**src/rtl/core/sliding_window_statistics_defines.svh**
```systemverilog
// Assertion macros for the sliding window statistics block.
// Included by files that carry concurrent checks; no other dependencies.
`ifndef SLIDING_WINDOW_STATISTICS_DEFINES_SVH
`define SLIDING_WINDOW_STATISTICS_DEFINES_SVH
`ifndef SYNTHESIS
// check outside reset
`define SWS_ASSERT(lbl, prop, msg) \
  lbl: assert property (@(posedge clk) disable iff (!rst_n) (prop)) else $error(msg);
// check that also holds across reset
`define SWS_ASSERT_ALWAYS(lbl, prop, msg) \
  lbl: assert property (@(posedge clk) (prop)) else $error(msg);
`else
`define SWS_ASSERT(lbl, prop, msg)
`define SWS_ASSERT_ALWAYS(lbl, prop, msg)
`endif
`endif

```
**src/rtl/core/sws_pkg.sv**
```systemverilog
// Shared types and constants for the sliding window statistics block.
// No dependencies.
package sws_pkg;

  localparam int WINDOW_MAX_DEF  = 16;
  localparam int SAMPLE_BITS_DEF = 16;

  // configuration port
  localparam int REG_IDX_W  = 1;
  localparam int CFG_DATA_W = 16;
  localparam int WS_W       = 5;
  localparam int RL_W       = 16;
  localparam logic [REG_IDX_W-1:0] REG_WINDOW_SIZE   = 1'b0;
  localparam logic [REG_IDX_W-1:0] REG_RECORD_LENGTH = 1'b1;
  localparam logic [WS_W-1:0] WS_RESET = 5'd4;
  localparam logic [RL_W-1:0] RL_RESET = 16'hFFFF;

  // step counter carried in commands
  localparam int CNT_W = 8;

  typedef enum logic [3:0] {
    OP_NONE,
    OP_SHIFT,
    OP_SCAN,
    OP_PREP,
    OP_NMUL,
    OP_VLOAD,
    OP_DIV_STEP,
    OP_SQ_LOAD,
    OP_SQ_STEP,
    OP_MLOAD,
    OP_OUT
  } op_t;

  typedef struct packed {
    op_t              op;
    logic [CNT_W-1:0] cnt;
  } cmd_t;

  typedef struct packed {
    logic scan_last;
    logic out_free;
  } sts_t;

endpackage

```
**src/rtl/core/sws_ctrl.sv**
```systemverilog
// Sequencer for the sliding window statistics block.
// Depends on sws_pkg.
module sws_ctrl #(
  parameter int WINDOW_MAX  = sws_pkg::WINDOW_MAX_DEF,
  parameter int SAMPLE_BITS = sws_pkg::SAMPLE_BITS_DEF
) (
  input  logic          clk,
  input  logic          rst_n,
  input  logic          in_tvalid,
  output logic          in_tready,
  input  sws_pkg::sts_t sts,
  output sws_pkg::cmd_t cmd
);

  localparam int NW    = $clog2(WINDOW_MAX + 1);
  localparam int SUM_W = SAMPLE_BITS + NW;
  localparam int NUM_W = 2 * SAMPLE_BITS + 2 * NW;
  localparam int SQ_H  = NUM_W / 2;

  typedef enum logic [3:0] {
    S_IDLE, S_SCAN, S_PREP, S_NMUL, S_VLOAD, S_VDIV,
    S_SQLD, S_SQRT, S_MLD, S_MDIV, S_OUT
  } state_t;

  state_t                    state_r, state_nxt;
  logic [sws_pkg::CNT_W-1:0] cnt_r, cnt_nxt;

  assign in_tready = (state_r == S_IDLE);

  // next state and command
  always_comb begin
    state_nxt = state_r;
    cnt_nxt   = cnt_r + 1'b1;
    cmd.op    = sws_pkg::OP_NONE;
    cmd.cnt   = cnt_r;
    case (state_r)
      S_IDLE: begin
        cnt_nxt = '0;
        if (in_tvalid) begin
          cmd.op    = sws_pkg::OP_SHIFT;
          state_nxt = S_SCAN;
        end
      end
      S_SCAN: begin
        cmd.op = sws_pkg::OP_SCAN;
        if (sts.scan_last) begin
          state_nxt = S_PREP;
        end
      end
      S_PREP: begin
        cmd.op    = sws_pkg::OP_PREP;
        cnt_nxt   = '0;
        state_nxt = S_NMUL;
      end
      S_NMUL: begin
        cmd.op = sws_pkg::OP_NMUL;
        if (cnt_r == sws_pkg::CNT_W'(NW - 1)) begin
          state_nxt = S_VLOAD;
        end
      end
      S_VLOAD: begin
        cmd.op    = sws_pkg::OP_VLOAD;
        cnt_nxt   = '0;
        state_nxt = S_VDIV;
      end
      S_VDIV: begin
        cmd.op = sws_pkg::OP_DIV_STEP;
        if (cnt_r == sws_pkg::CNT_W'(NUM_W - 1)) begin
          state_nxt = S_SQLD;
        end
      end
      S_SQLD: begin
        cmd.op    = sws_pkg::OP_SQ_LOAD;
        cnt_nxt   = '0;
        state_nxt = S_SQRT;
      end
      S_SQRT: begin
        cmd.op = sws_pkg::OP_SQ_STEP;
        if (cnt_r == sws_pkg::CNT_W'(SQ_H - 1)) begin
          state_nxt = S_MLD;
        end
      end
      S_MLD: begin
        cmd.op    = sws_pkg::OP_MLOAD;
        cnt_nxt   = '0;
        state_nxt = S_MDIV;
      end
      S_MDIV: begin
        cmd.op = sws_pkg::OP_DIV_STEP;
        if (cnt_r == sws_pkg::CNT_W'(SUM_W - 1)) begin
          state_nxt = S_OUT;
        end
      end
      S_OUT: begin
        if (sts.out_free) begin
          cmd.op    = sws_pkg::OP_OUT;
          state_nxt = S_IDLE;
        end
      end
      default: begin
        state_nxt = S_IDLE;
      end
    endcase
  end

  // state and step counter
  always_ff @(posedge clk) begin
    if (!rst_n) begin
      state_r <= S_IDLE;
      cnt_r   <= '0;
    end else begin
      state_r <= state_nxt;
      cnt_r   <= cnt_nxt;
    end
  end

endmodule

```
**src/rtl/core/sws_datapath.sv**
```systemverilog
// Datapath: sample history, window scan, serial multiply, shared divider,
// square root, configuration and output registers. Depends on sws_pkg.
module sws_datapath #(
  parameter int WINDOW_MAX  = sws_pkg::WINDOW_MAX_DEF,
  parameter int SAMPLE_BITS = sws_pkg::SAMPLE_BITS_DEF
) (
  input  logic                                clk,
  input  logic                                rst_n,
  input  sws_pkg::cmd_t                       cmd,
  output sws_pkg::sts_t                       sts,
  input  logic signed [SAMPLE_BITS-1:0]       sample,
  input  logic                                cfg_wr_en,
  input  logic [sws_pkg::REG_IDX_W-1:0]       cfg_addr,
  input  logic [sws_pkg::CFG_DATA_W-1:0]      cfg_wdata,
  input  logic                                out_ready,
  output logic                                out_valid,
  output logic signed [SAMPLE_BITS-1:0]       window_min,
  output logic signed [SAMPLE_BITS-1:0]       window_mean,
  output logic signed [SAMPLE_BITS-1:0]       window_max,
  output logic signed [SAMPLE_BITS-1:0]       window_median,
  output logic [SAMPLE_BITS-1:0]              std_dev,
  output logic                                status
);

  localparam int SB    = SAMPLE_BITS;
  localparam int NW    = $clog2(WINDOW_MAX + 1);
  localparam int IDXW  = $clog2(WINDOW_MAX);
  localparam int BW    = $clog2(NW);
  localparam int SUM_W = SB + NW;
  localparam int SQS_W = 2 * SB + NW;
  localparam int NUM_W = 2 * SB + 2 * NW;
  localparam int DIV_W = 2 * NW;
  localparam int SQ_H  = NUM_W / 2;

  function automatic logic [NW-1:0] popcnt(input logic [WINDOW_MAX-1:0] v);
    logic [NW-1:0] c;
    c = '0;
    for (int k = 0; k < WINDOW_MAX; k++) begin
      c = c + NW'(v[k]);
    end
    return c;
  endfunction

  // configuration registers
  logic [sws_pkg::WS_W-1:0] window_size_r;
  logic [sws_pkg::RL_W-1:0] record_length_r;

  always_ff @(posedge clk) begin
    if (!rst_n) begin
      window_size_r   <= sws_pkg::WS_RESET;
      record_length_r <= sws_pkg::RL_RESET;
    end else if (cfg_wr_en) begin
      case (cfg_addr)
        sws_pkg::REG_WINDOW_SIZE:   window_size_r   <= cfg_wdata[sws_pkg::WS_W-1:0];
        sws_pkg::REG_RECORD_LENGTH: record_length_r <= cfg_wdata[sws_pkg::RL_W-1:0];
        default: ;
      endcase
    end
  end

  // effective window length, clamped to 1..WINDOW_MAX
  logic [NW-1:0] n;
  always_comb begin
    if (window_size_r == '0) begin
      n = NW'(1);
    end else if (int'(window_size_r) > WINDOW_MAX) begin
      n = NW'(WINDOW_MAX);
    end else begin
      n = NW'(window_size_r);
    end
  end

  logic [NW-1:0] k_lo, k_hi;
  assign k_lo = (n - 1'b1) >> 1;
  assign k_hi = n >> 1;

  // history shift line, newest at position zero
  logic signed [SB-1:0] hist_r [WINDOW_MAX];
  logic                 seen_r;

  always_ff @(posedge clk) begin
    if (cmd.op == sws_pkg::OP_SHIFT) begin
      for (int k = 0; k < WINDOW_MAX; k++) begin
        if (!seen_r || k == 0) begin
          hist_r[k] <= sample;
        end else begin
          hist_r[k] <= hist_r[k-1];
        end
      end
    end
  end

  always_ff @(posedge clk) begin
    if (!rst_n) begin
      seen_r <= 1'b0;
    end else if (cmd.op == sws_pkg::OP_SHIFT) begin
      seen_r <= 1'b1;
    end
  end

  // window scan: one position per cycle, rank against all positions inside the window
  logic [IDXW-1:0]        idx;
  logic signed [SB-1:0]   v;
  logic signed [2*SB-1:0] v_sq;
  logic [WINDOW_MAX-1:0]  lt_vec, le_vec;
  logic [NW-1:0]          n_lt, n_le;

  assign idx  = cmd.cnt[IDXW-1:0];
  assign v    = hist_r[idx];
  assign v_sq = v * v;

  always_comb begin
    for (int k = 0; k < WINDOW_MAX; k++) begin
      lt_vec[k] = (k < int'(n)) && (hist_r[k] < v);
      le_vec[k] = (k < int'(n)) && (hist_r[k] <= v);
    end
  end
  assign n_lt = popcnt(lt_vec);
  assign n_le = popcnt(le_vec);

  assign sts.scan_last = (cmd.cnt == sws_pkg::CNT_W'(n - 1'b1));

  logic signed [SUM_W-1:0] sum_r;
  logic [SQS_W-1:0]        sumsq_r;
  logic signed [SB-1:0]    min_r, max_r, med_lo_r, med_hi_r;

  always_ff @(posedge clk) begin
    case (cmd.op)
      sws_pkg::OP_SHIFT: begin
        sum_r   <= '0;
        sumsq_r <= '0;
      end
      sws_pkg::OP_SCAN: begin
        sum_r   <= sum_r + SUM_W'(v);
        sumsq_r <= sumsq_r + SQS_W'($unsigned(v_sq));
        if (idx == '0 || v < min_r) begin
          min_r <= v;
        end
        if (idx == '0 || v > max_r) begin
          max_r <= v;
        end
        if (n_lt <= k_lo && k_lo < n_le) begin
          med_lo_r <= v;
        end
        if (n_lt <= k_hi && k_hi < n_le) begin
          med_hi_r <= v;
        end
      end
      default: ;
    endcase
  end

  // N*sum(x^2) by shift-add, sum^2 and N*(N-1)
  logic [NUM_W-1:0] sq2_r, nsq_r;
  logic [DIV_W-1:0] nn1_r;
  logic [BW-1:0]    mbit;

  assign mbit = cmd.cnt[BW-1:0];

  always_ff @(posedge clk) begin
    case (cmd.op)
      sws_pkg::OP_PREP: begin
        sq2_r <= NUM_W'(sum_r) * NUM_W'(sum_r);
        nn1_r <= DIV_W'(n) * DIV_W'(n - 1'b1);
        nsq_r <= '0;
      end
      sws_pkg::OP_NMUL: begin
        if (n[mbit]) begin
          nsq_r <= nsq_r + (NUM_W'(sumsq_r) << mbit);
        end
      end
      default: ;
    endcase
  end

  // shared restoring divider and digit-by-digit square root
  logic [NUM_W-1:0]    dq_r;
  logic [DIV_W-1:0]    dv_r, rem_r;
  logic [DIV_W:0]      d_try;
  logic [SQ_H-1:0]     root_r;
  logic [SQ_H+1:0]     srem_r, s_try, s_trial;
  logic [SUM_W-1:0]    sum_abs;

  assign d_try   = {rem_r, dq_r[NUM_W-1]};
  assign s_try   = {srem_r[SQ_H-1:0], dq_r[NUM_W-1 -: 2]};
  assign s_trial = {root_r, 2'b01};
  assign sum_abs = sum_r[SUM_W-1] ? SUM_W'(-sum_r) : SUM_W'(sum_r);

  always_ff @(posedge clk) begin
    case (cmd.op)
      sws_pkg::OP_VLOAD: begin
        dq_r  <= nsq_r - sq2_r;
        dv_r  <= nn1_r;
        rem_r <= '0;
      end
      sws_pkg::OP_MLOAD: begin
        dq_r  <= NUM_W'(sum_abs) << (NUM_W - SUM_W);
        dv_r  <= DIV_W'(n);
        rem_r <= '0;
      end
      sws_pkg::OP_DIV_STEP: begin
        if (d_try >= {1'b0, dv_r}) begin
          rem_r <= DIV_W'(d_try - {1'b0, dv_r});
          dq_r  <= {dq_r[NUM_W-2:0], 1'b1};
        end else begin
          rem_r <= d_try[DIV_W-1:0];
          dq_r  <= {dq_r[NUM_W-2:0], 1'b0};
        end
      end
      sws_pkg::OP_SQ_LOAD: begin
        root_r <= '0;
        srem_r <= '0;
      end
      sws_pkg::OP_SQ_STEP: begin
        dq_r <= dq_r << 2;
        if (s_try >= s_trial) begin
          srem_r <= s_try - s_trial;
          root_r <= {root_r[SQ_H-2:0], 1'b1};
        end else begin
          srem_r <= s_try;
          root_r <= {root_r[SQ_H-2:0], 1'b0};
        end
      end
      default: ;
    endcase
  end

  // result assembly
  logic [SUM_W-1:0]     quo;
  logic signed [SB-1:0] mean_v, med_v;
  logic signed [SB:0]   med_sum;
  logic [SB-1:0]        sd_v;
  logic                 status_v;

  assign quo      = dq_r[SUM_W-1:0];
  assign mean_v   = sum_r[SUM_W-1] ? SB'(-quo) : SB'(quo);
  assign med_sum  = (SB+1)'(med_lo_r) + (SB+1)'(med_hi_r);
  assign med_v    = med_sum[SB:1];
  always_comb begin
    if (n == NW'(1)) begin
      sd_v = '0;
    end else if (|root_r[SQ_H-1:SB]) begin
      sd_v = '1;
    end else begin
      sd_v = root_r[SB-1:0];
    end
  end
  assign status_v = (n == NW'(1)) || (sws_pkg::RL_W'(n) >= record_length_r);

  // output register
  logic                 out_valid_r;
  logic signed [SB-1:0] o_min_r, o_mean_r, o_max_r, o_med_r;
  logic [SB-1:0]        o_sd_r;
  logic                 o_status_r;

  always_ff @(posedge clk) begin
    if (!rst_n) begin
      out_valid_r <= 1'b0;
    end else if (cmd.op == sws_pkg::OP_OUT) begin
      out_valid_r <= 1'b1;
    end else if (out_ready) begin
      out_valid_r <= 1'b0;
    end
  end

  always_ff @(posedge clk) begin
    if (cmd.op == sws_pkg::OP_OUT) begin
      o_min_r    <= min_r;
      o_mean_r   <= mean_v;
      o_max_r    <= max_r;
      o_med_r    <= med_v;
      o_sd_r     <= sd_v;
      o_status_r <= status_v;
    end
  end

  assign sts.out_free  = !out_valid_r || out_ready;
  assign out_valid     = out_valid_r;
  assign window_min    = o_min_r;
  assign window_mean   = o_mean_r;
  assign window_max    = o_max_r;
  assign window_median = o_med_r;
  assign std_dev       = o_sd_r;
  assign status        = o_status_r;

endmodule

```
**src/rtl/core/sliding_window_statistics.sv**
```systemverilog
// Sliding window statistics: min, mean, max, median, std dev per sample.
// Each input beat runs through the window scan, a bit-serial multiply, the divider
// (variance), the square root and the divider again (mean), then waits until the
// result register is free. No new beat is taken until that result is loaded.
// One item in flight.
// Synchronous active-low reset clears control, the first-sample flag, config and out valid.
`include "sliding_window_statistics_defines.svh"
module sliding_window_statistics #(
  parameter int WINDOW_MAX  = sws_pkg::WINDOW_MAX_DEF,
  parameter int SAMPLE_BITS = sws_pkg::SAMPLE_BITS_DEF
) (
  input  logic                                      clk,
  input  logic                                      rst_n,
  // sample
  input  logic                                      in_tvalid,
  output logic                                      in_tready,
  input  logic [((SAMPLE_BITS+7)/8)*8-1:0]          in_tdata,
  // window_min, window_mean, window_max, window_median, std_dev
  output logic                                      out_tvalid,
  input  logic                                      out_tready,
  output logic [((5*SAMPLE_BITS+7)/8)*8-1:0]        out_tdata,
  // status
  output logic                                      out_tuser,
  input  logic                                      cfg_wr_en,
  input  logic [sws_pkg::REG_IDX_W-1:0]             cfg_addr,
  input  logic [sws_pkg::CFG_DATA_W-1:0]            cfg_wdata
);

  localparam int SB    = SAMPLE_BITS;
  localparam int OUT_W = ((5 * SB + 7) / 8) * 8;

  sws_pkg::cmd_t cmd;
  sws_pkg::sts_t sts;

  logic signed [SB-1:0] w_min, w_mean, w_max, w_med;
  logic [SB-1:0]        w_sd;

  sws_ctrl #(
    .WINDOW_MAX (WINDOW_MAX),
    .SAMPLE_BITS(SAMPLE_BITS)
  ) u_ctrl (
    .clk      (clk),
    .rst_n    (rst_n),
    .in_tvalid(in_tvalid),
    .in_tready(in_tready),
    .sts      (sts),
    .cmd      (cmd)
  );

  sws_datapath #(
    .WINDOW_MAX (WINDOW_MAX),
    .SAMPLE_BITS(SAMPLE_BITS)
  ) u_dp (
    .clk          (clk),
    .rst_n        (rst_n),
    .cmd          (cmd),
    .sts          (sts),
    .sample       (in_tdata[SB-1:0]),
    .cfg_wr_en    (cfg_wr_en),
    .cfg_addr     (cfg_addr),
    .cfg_wdata    (cfg_wdata),
    .out_ready    (out_tready),
    .out_valid    (out_tvalid),
    .window_min   (w_min),
    .window_mean  (w_mean),
    .window_max   (w_max),
    .window_median(w_med),
    .std_dev      (w_sd),
    .status       (out_tuser)
  );

  assign out_tdata = OUT_W'({w_sd, w_med, w_max, w_mean, w_min});

  // checks
  `SWS_ASSERT(a_one_in_flight, (in_tvalid && in_tready) |=> !in_tready, "second beat taken while busy")
  `SWS_ASSERT(a_result_at_end, $rose(out_tvalid) |-> in_tready, "result raised outside end of item")
  `SWS_ASSERT_ALWAYS(a_reset_state, !rst_n |=> (in_tready && !out_tvalid), "reset did not idle block")

endmodule

```
**config.mk**
```make
export PLATFORM = sky130hd
export DESIGN_NAME = sliding_window_statistics
export DESIGN_NICKNAME = d
export VERILOG_FILES = /design/src/rtl/core/sws_pkg.sv /design/src/rtl/core/sws_ctrl.sv /design/src/rtl/core/sws_datapath.sv /design/src/rtl/core/sliding_window_statistics.sv
export VERILOG_INCLUDE_DIRS = /design/src /design/src/rtl/core
export SDC_FILE = /design/constraint.sdc
export NUM_CORES = 2
export LEC_CHECK = 0
export ABC_AREA = 1
export BUFFER_PORTS_ARGS = -buffer_cell sky130_fd_sc_hd__buf_4
export CORE_UTILIZATION = 25
export CTS_BUF_LIST = sky130_fd_sc_hd__clkbuf_16
export DETAILED_ROUTE_END_ITERATION = 10
export PLACE_DENSITY = 0.38
export SETUP_SLACK_MARGIN = 0.3
export SLEW_MARGIN = 20
export SYNTH_ARGS = -nofsm -noshare
export SYNTH_HDL_FRONTEND = slang
export SYNTH_HIERARCHICAL = 1
export SYNTH_SLANG_ARGS = --single-unit
```
**constraint.sdc**
```tcl
create_clock -name clk -period 33.9 [get_ports clk]
set_input_delay 5.085 -clock clk [delete_from_list [all_inputs] [get_ports clk]]
set_output_delay 5.085 -clock clk [all_outputs]
set_load 0.02 [all_outputs]
```
==> flow_summary.toml <==
[global_route]
grt_start_max_net_pins = 148
antenna_found_initial = 7
first_global_vias = 59580
grt_pass1_wl_um = 376100
track_usage = 0.1688
grt-ovfl-total = 0

[status]
status = "completed"

[cts]
post_cts_buffers = 0
cts_tree = "yes"
hold_buffers = 0
cts-buffers-inserted = 98
cts_resized = 0
htree_levels = 3
clk_pin_slew_ns = 0.06
cts_max_path_buffers = 4
clk_latency_ns = 0.84
clockRootBuffer = "clkbuf_16"
cts_sinks = 690

[sta]
fin_tns_setup_ns = 0
worst-slew-pin-transition_ns = 1.064
slew_headroom = 0.2866
fin_skew_ns = 0.08707
rsz0062_at_grt = "no"
min_period_ns = 11.47
min_period_over_period = 0.3385
slew_viol_final = 0
setup_viol = 0
final-hold-violation-count = 0
holdWs_ns = 0.4438
max_freq_ghz = 0.08715

[worst_setup_path]
cpMaxStageDelayCell = "buf_4"
critPathKind = "flip-flop to flip-flop"
reg2reg_depth = 40
critPathLaunchType = "flip-flop"
worstPathArrival_ns = 12.03
max_stage_delay_ns = 0.75
cp_data_required_time_ns = 34.46
cp-end-kind = "flip-flop"
reg2reg_from = "u_ctrl/cnt_r[0]"
critPathLaunch = "u_ctrl/cnt_r[0]"
path_common_cell = "nand2_1"
critPathMaxFanout = 76

[synthesis]
ys.flop_type = "edfxtp_1"
synth_seq_area_share = 0.2806
async_flop_share = 0
synth_edf_count = 655
syn_inst = 8414
synth.distinct_cells = 72
syn-cell-area_um2 = 72580
syn_avg_cell_area_um2 = 8.627
ys_ff_latch = 690
yosysWarnings = 6

[finish]
area_delta_synth_final_pct = 11.56
fillers = 31070
layout.nets = 9947
layout_commonest_cell = "inv_1"
layout_common_cells = "inv_1, nand2_1, ha_1"
drive_gt1_frac = 0.05469

[detailed_routing]
wl_per_cell_um = 20.06
post-route-drc-count = 0
viasPerCell = 4.624
dr.first_iter.drc_count = 3183
first_pass_iters = 5
wl_um = 247500
vias = 57060
drtAntennaViolNets = 0

[floorplanning]
dieWidth_um = 540.8
initial_core_util = 0.2517
die_y_um = 540.8
rows = 197
fp.coreArea_um2 = 288400
die-area_um2 = 292500
io_pins = 121

[placed_design]
dp_hpwl_um = 193500
place.gp.congestion = 0.8780
portBuffers = 120

[hold_path]
whs_path_depth = 0
hp-start = "u_dp/max_r[12]"
hold_class = "flip-flop to flip-flop"

[run]
drv_cap = 0
[path summary, 6_finish.rpt]
| kind | to | slack, ns |
|---|---|---|
| min | u_dp/window_max[12] | 0.44 |
| max | u_dp/sumsq_r[36] | 22.43 |
| max reg2reg | u_dp/sumsq_r[36] | 22.43 |
| min reg2reg | u_dp/window_max[12] | 0.44 |
[registers in the layout, summed over array words and instances, names as in the netlist, 16 cells and up]
| signal | cells |
|---|---|
| u_dp/window_max | 16 |
| u_dp/window_min | 16 |
| u_dp/nsq_r | 42 |
| u_dp/window_mean | 16 |
| u_dp/min_r | 16 |
| u_dp/record_length_r | 16 |
| u_dp/med_hi_r | 16 |
| u_dp/std_dev | 16 |
| u_dp/srem_r | 21 |
| u_dp/window_median | 16 |
| u_dp/sumsq_r | 37 |
| u_dp/root_r | 21 |
| u_dp/max_r | 16 |
| u_dp/sq2_r | 41 |
| u_dp/hist_r | 256 |
| u_dp/sum_r | 21 |
| u_dp/med_lo_r | 16 |
| u_dp/dq_r | 42 |
[cell type report]
| class | count | area, µm² | area share |
|---|---|---|---|
| flip-flops and latches | 690 | 20380 | 0.2517 |
| multi-input cells | 5792 | 44830 | 0.5536 |
| diodes | 3 | 7.507 | 0.00009271 |
| clock inverters | 73 | 571.8 | 0.007061 |
| well taps | 3781 | 4731 | 0.05842 |
| clock buffers | 100 | 2502 | 0.03090 |
| inverters | 1693 | 6362 | 0.07857 |
| repair buffers | 209 | 1594 | 0.01968 |
[worst max-delay path, delay by kind of cell (launching register included)]
family | cells | cell delay, ns
flip-flops | 1 | 0.51
adder cells (fa/ha/maj) | 8 | 4.19
XOR/XNOR | 2 | 0.23
buffers and inverters | 10 | 2.55
AND/OR/NAND/NOR | 15 | 2.35
AO/OA/AOI/OAI | 5 | 1.21
[through the flow]
| step | instances | worst slack, ns | utilization | cell area [µm²] |
|---|---|---|---|---|
| floorplan | 8418 | 20.33 | - | 72600 |
| global placement | 12170 | 22.46 | 0.2701 | 77890 |
| detailed placement | 12170 | 22.40 | 0.2701 | 77900 |
| CTS | 12340 | 22.38 | 0.2808 | 80970 |
| global route | 12340 | 21.51 | 0.2808 | 80970 |
| finish | 12340 | 22.43 | 0.2808 | 80980 |
[per-layer routing]
layer / vias to the layer above / share of wire / track usage / routed length [µm]
met3: 253 / 0.028 / 0.01362 / 6809
met1: 28210 / 0.45 / 0.2175 / 110500
met4: 2 / 0.028 / 0.04571 / 6953
met5: - / 0.000053 / 0 / 13
met2: 891 / 0.50 / 0.3005 / 123200
li1: 27710 / - / - / -
[cell families (layout without fill, tap and decap cells)]
kind of cell / after synthesis / count (layout) / share of synthesized area
compound gates: 1644 / 1644 / 0.1291
xor+xnor: 200 / 200 / 0.02413
fa+ha+maj: 1425 / 1425 / 0.3177
buf+inv: 1936 / 2075 / 0.1038
flops: 690 / 690 / 0.2806
mux: 4 / 4 / 0.0005516
other cells: 2 / 9 / 0.0001035
simple gates: 2513 / 2513 / 0.1439
[synth_stat cells (all sizes together), types with 6 or more instances]
master / count / area (µm²)
o21a: 45 / 337.8
o22ai: 15 / 93.84
o2111ai: 18 / 157.7
a21boi: 12 / 93.83
edfxtp: 655 / 19670
buf: 116 / 691.9
a31oi: 56 / 439.2
nand4: 62 / 387.9
nor3: 70 / 375.4
nand3b: 6 / 45.04
a211oi: 17 / 127.6
a221oi: 18 / 157.7
o31ai: 9 / 67.56
inv: 1691 / 6347
nor3b: 9 / 72.57
nor2: 475 / 1808
dfxtp: 35 / 700.7
nor4: 22 / 143.9
nand3: 402 / 2037
xnor2: 77 / 674.4
a21o: 42 / 316.6
a22o: 11 / 96.34
o211ai: 35 / 262.8
clkbuf: 127 / 488.0
a31o: 7 / 61.31
xor2: 123 / 1077
o221ai: 27 / 236.5
or2: 11 / 68.82
fa: 697 / 13950
a21oi: 668 / 3384
o21ai: 611 / 3107
o21bai: 40 / 311.5
nand2: 1449 / 5461
ha: 728 / 9109
Power is not shown: default switching activity piles up to over one toggle a cycle in this logic, so the estimate is an artifact.
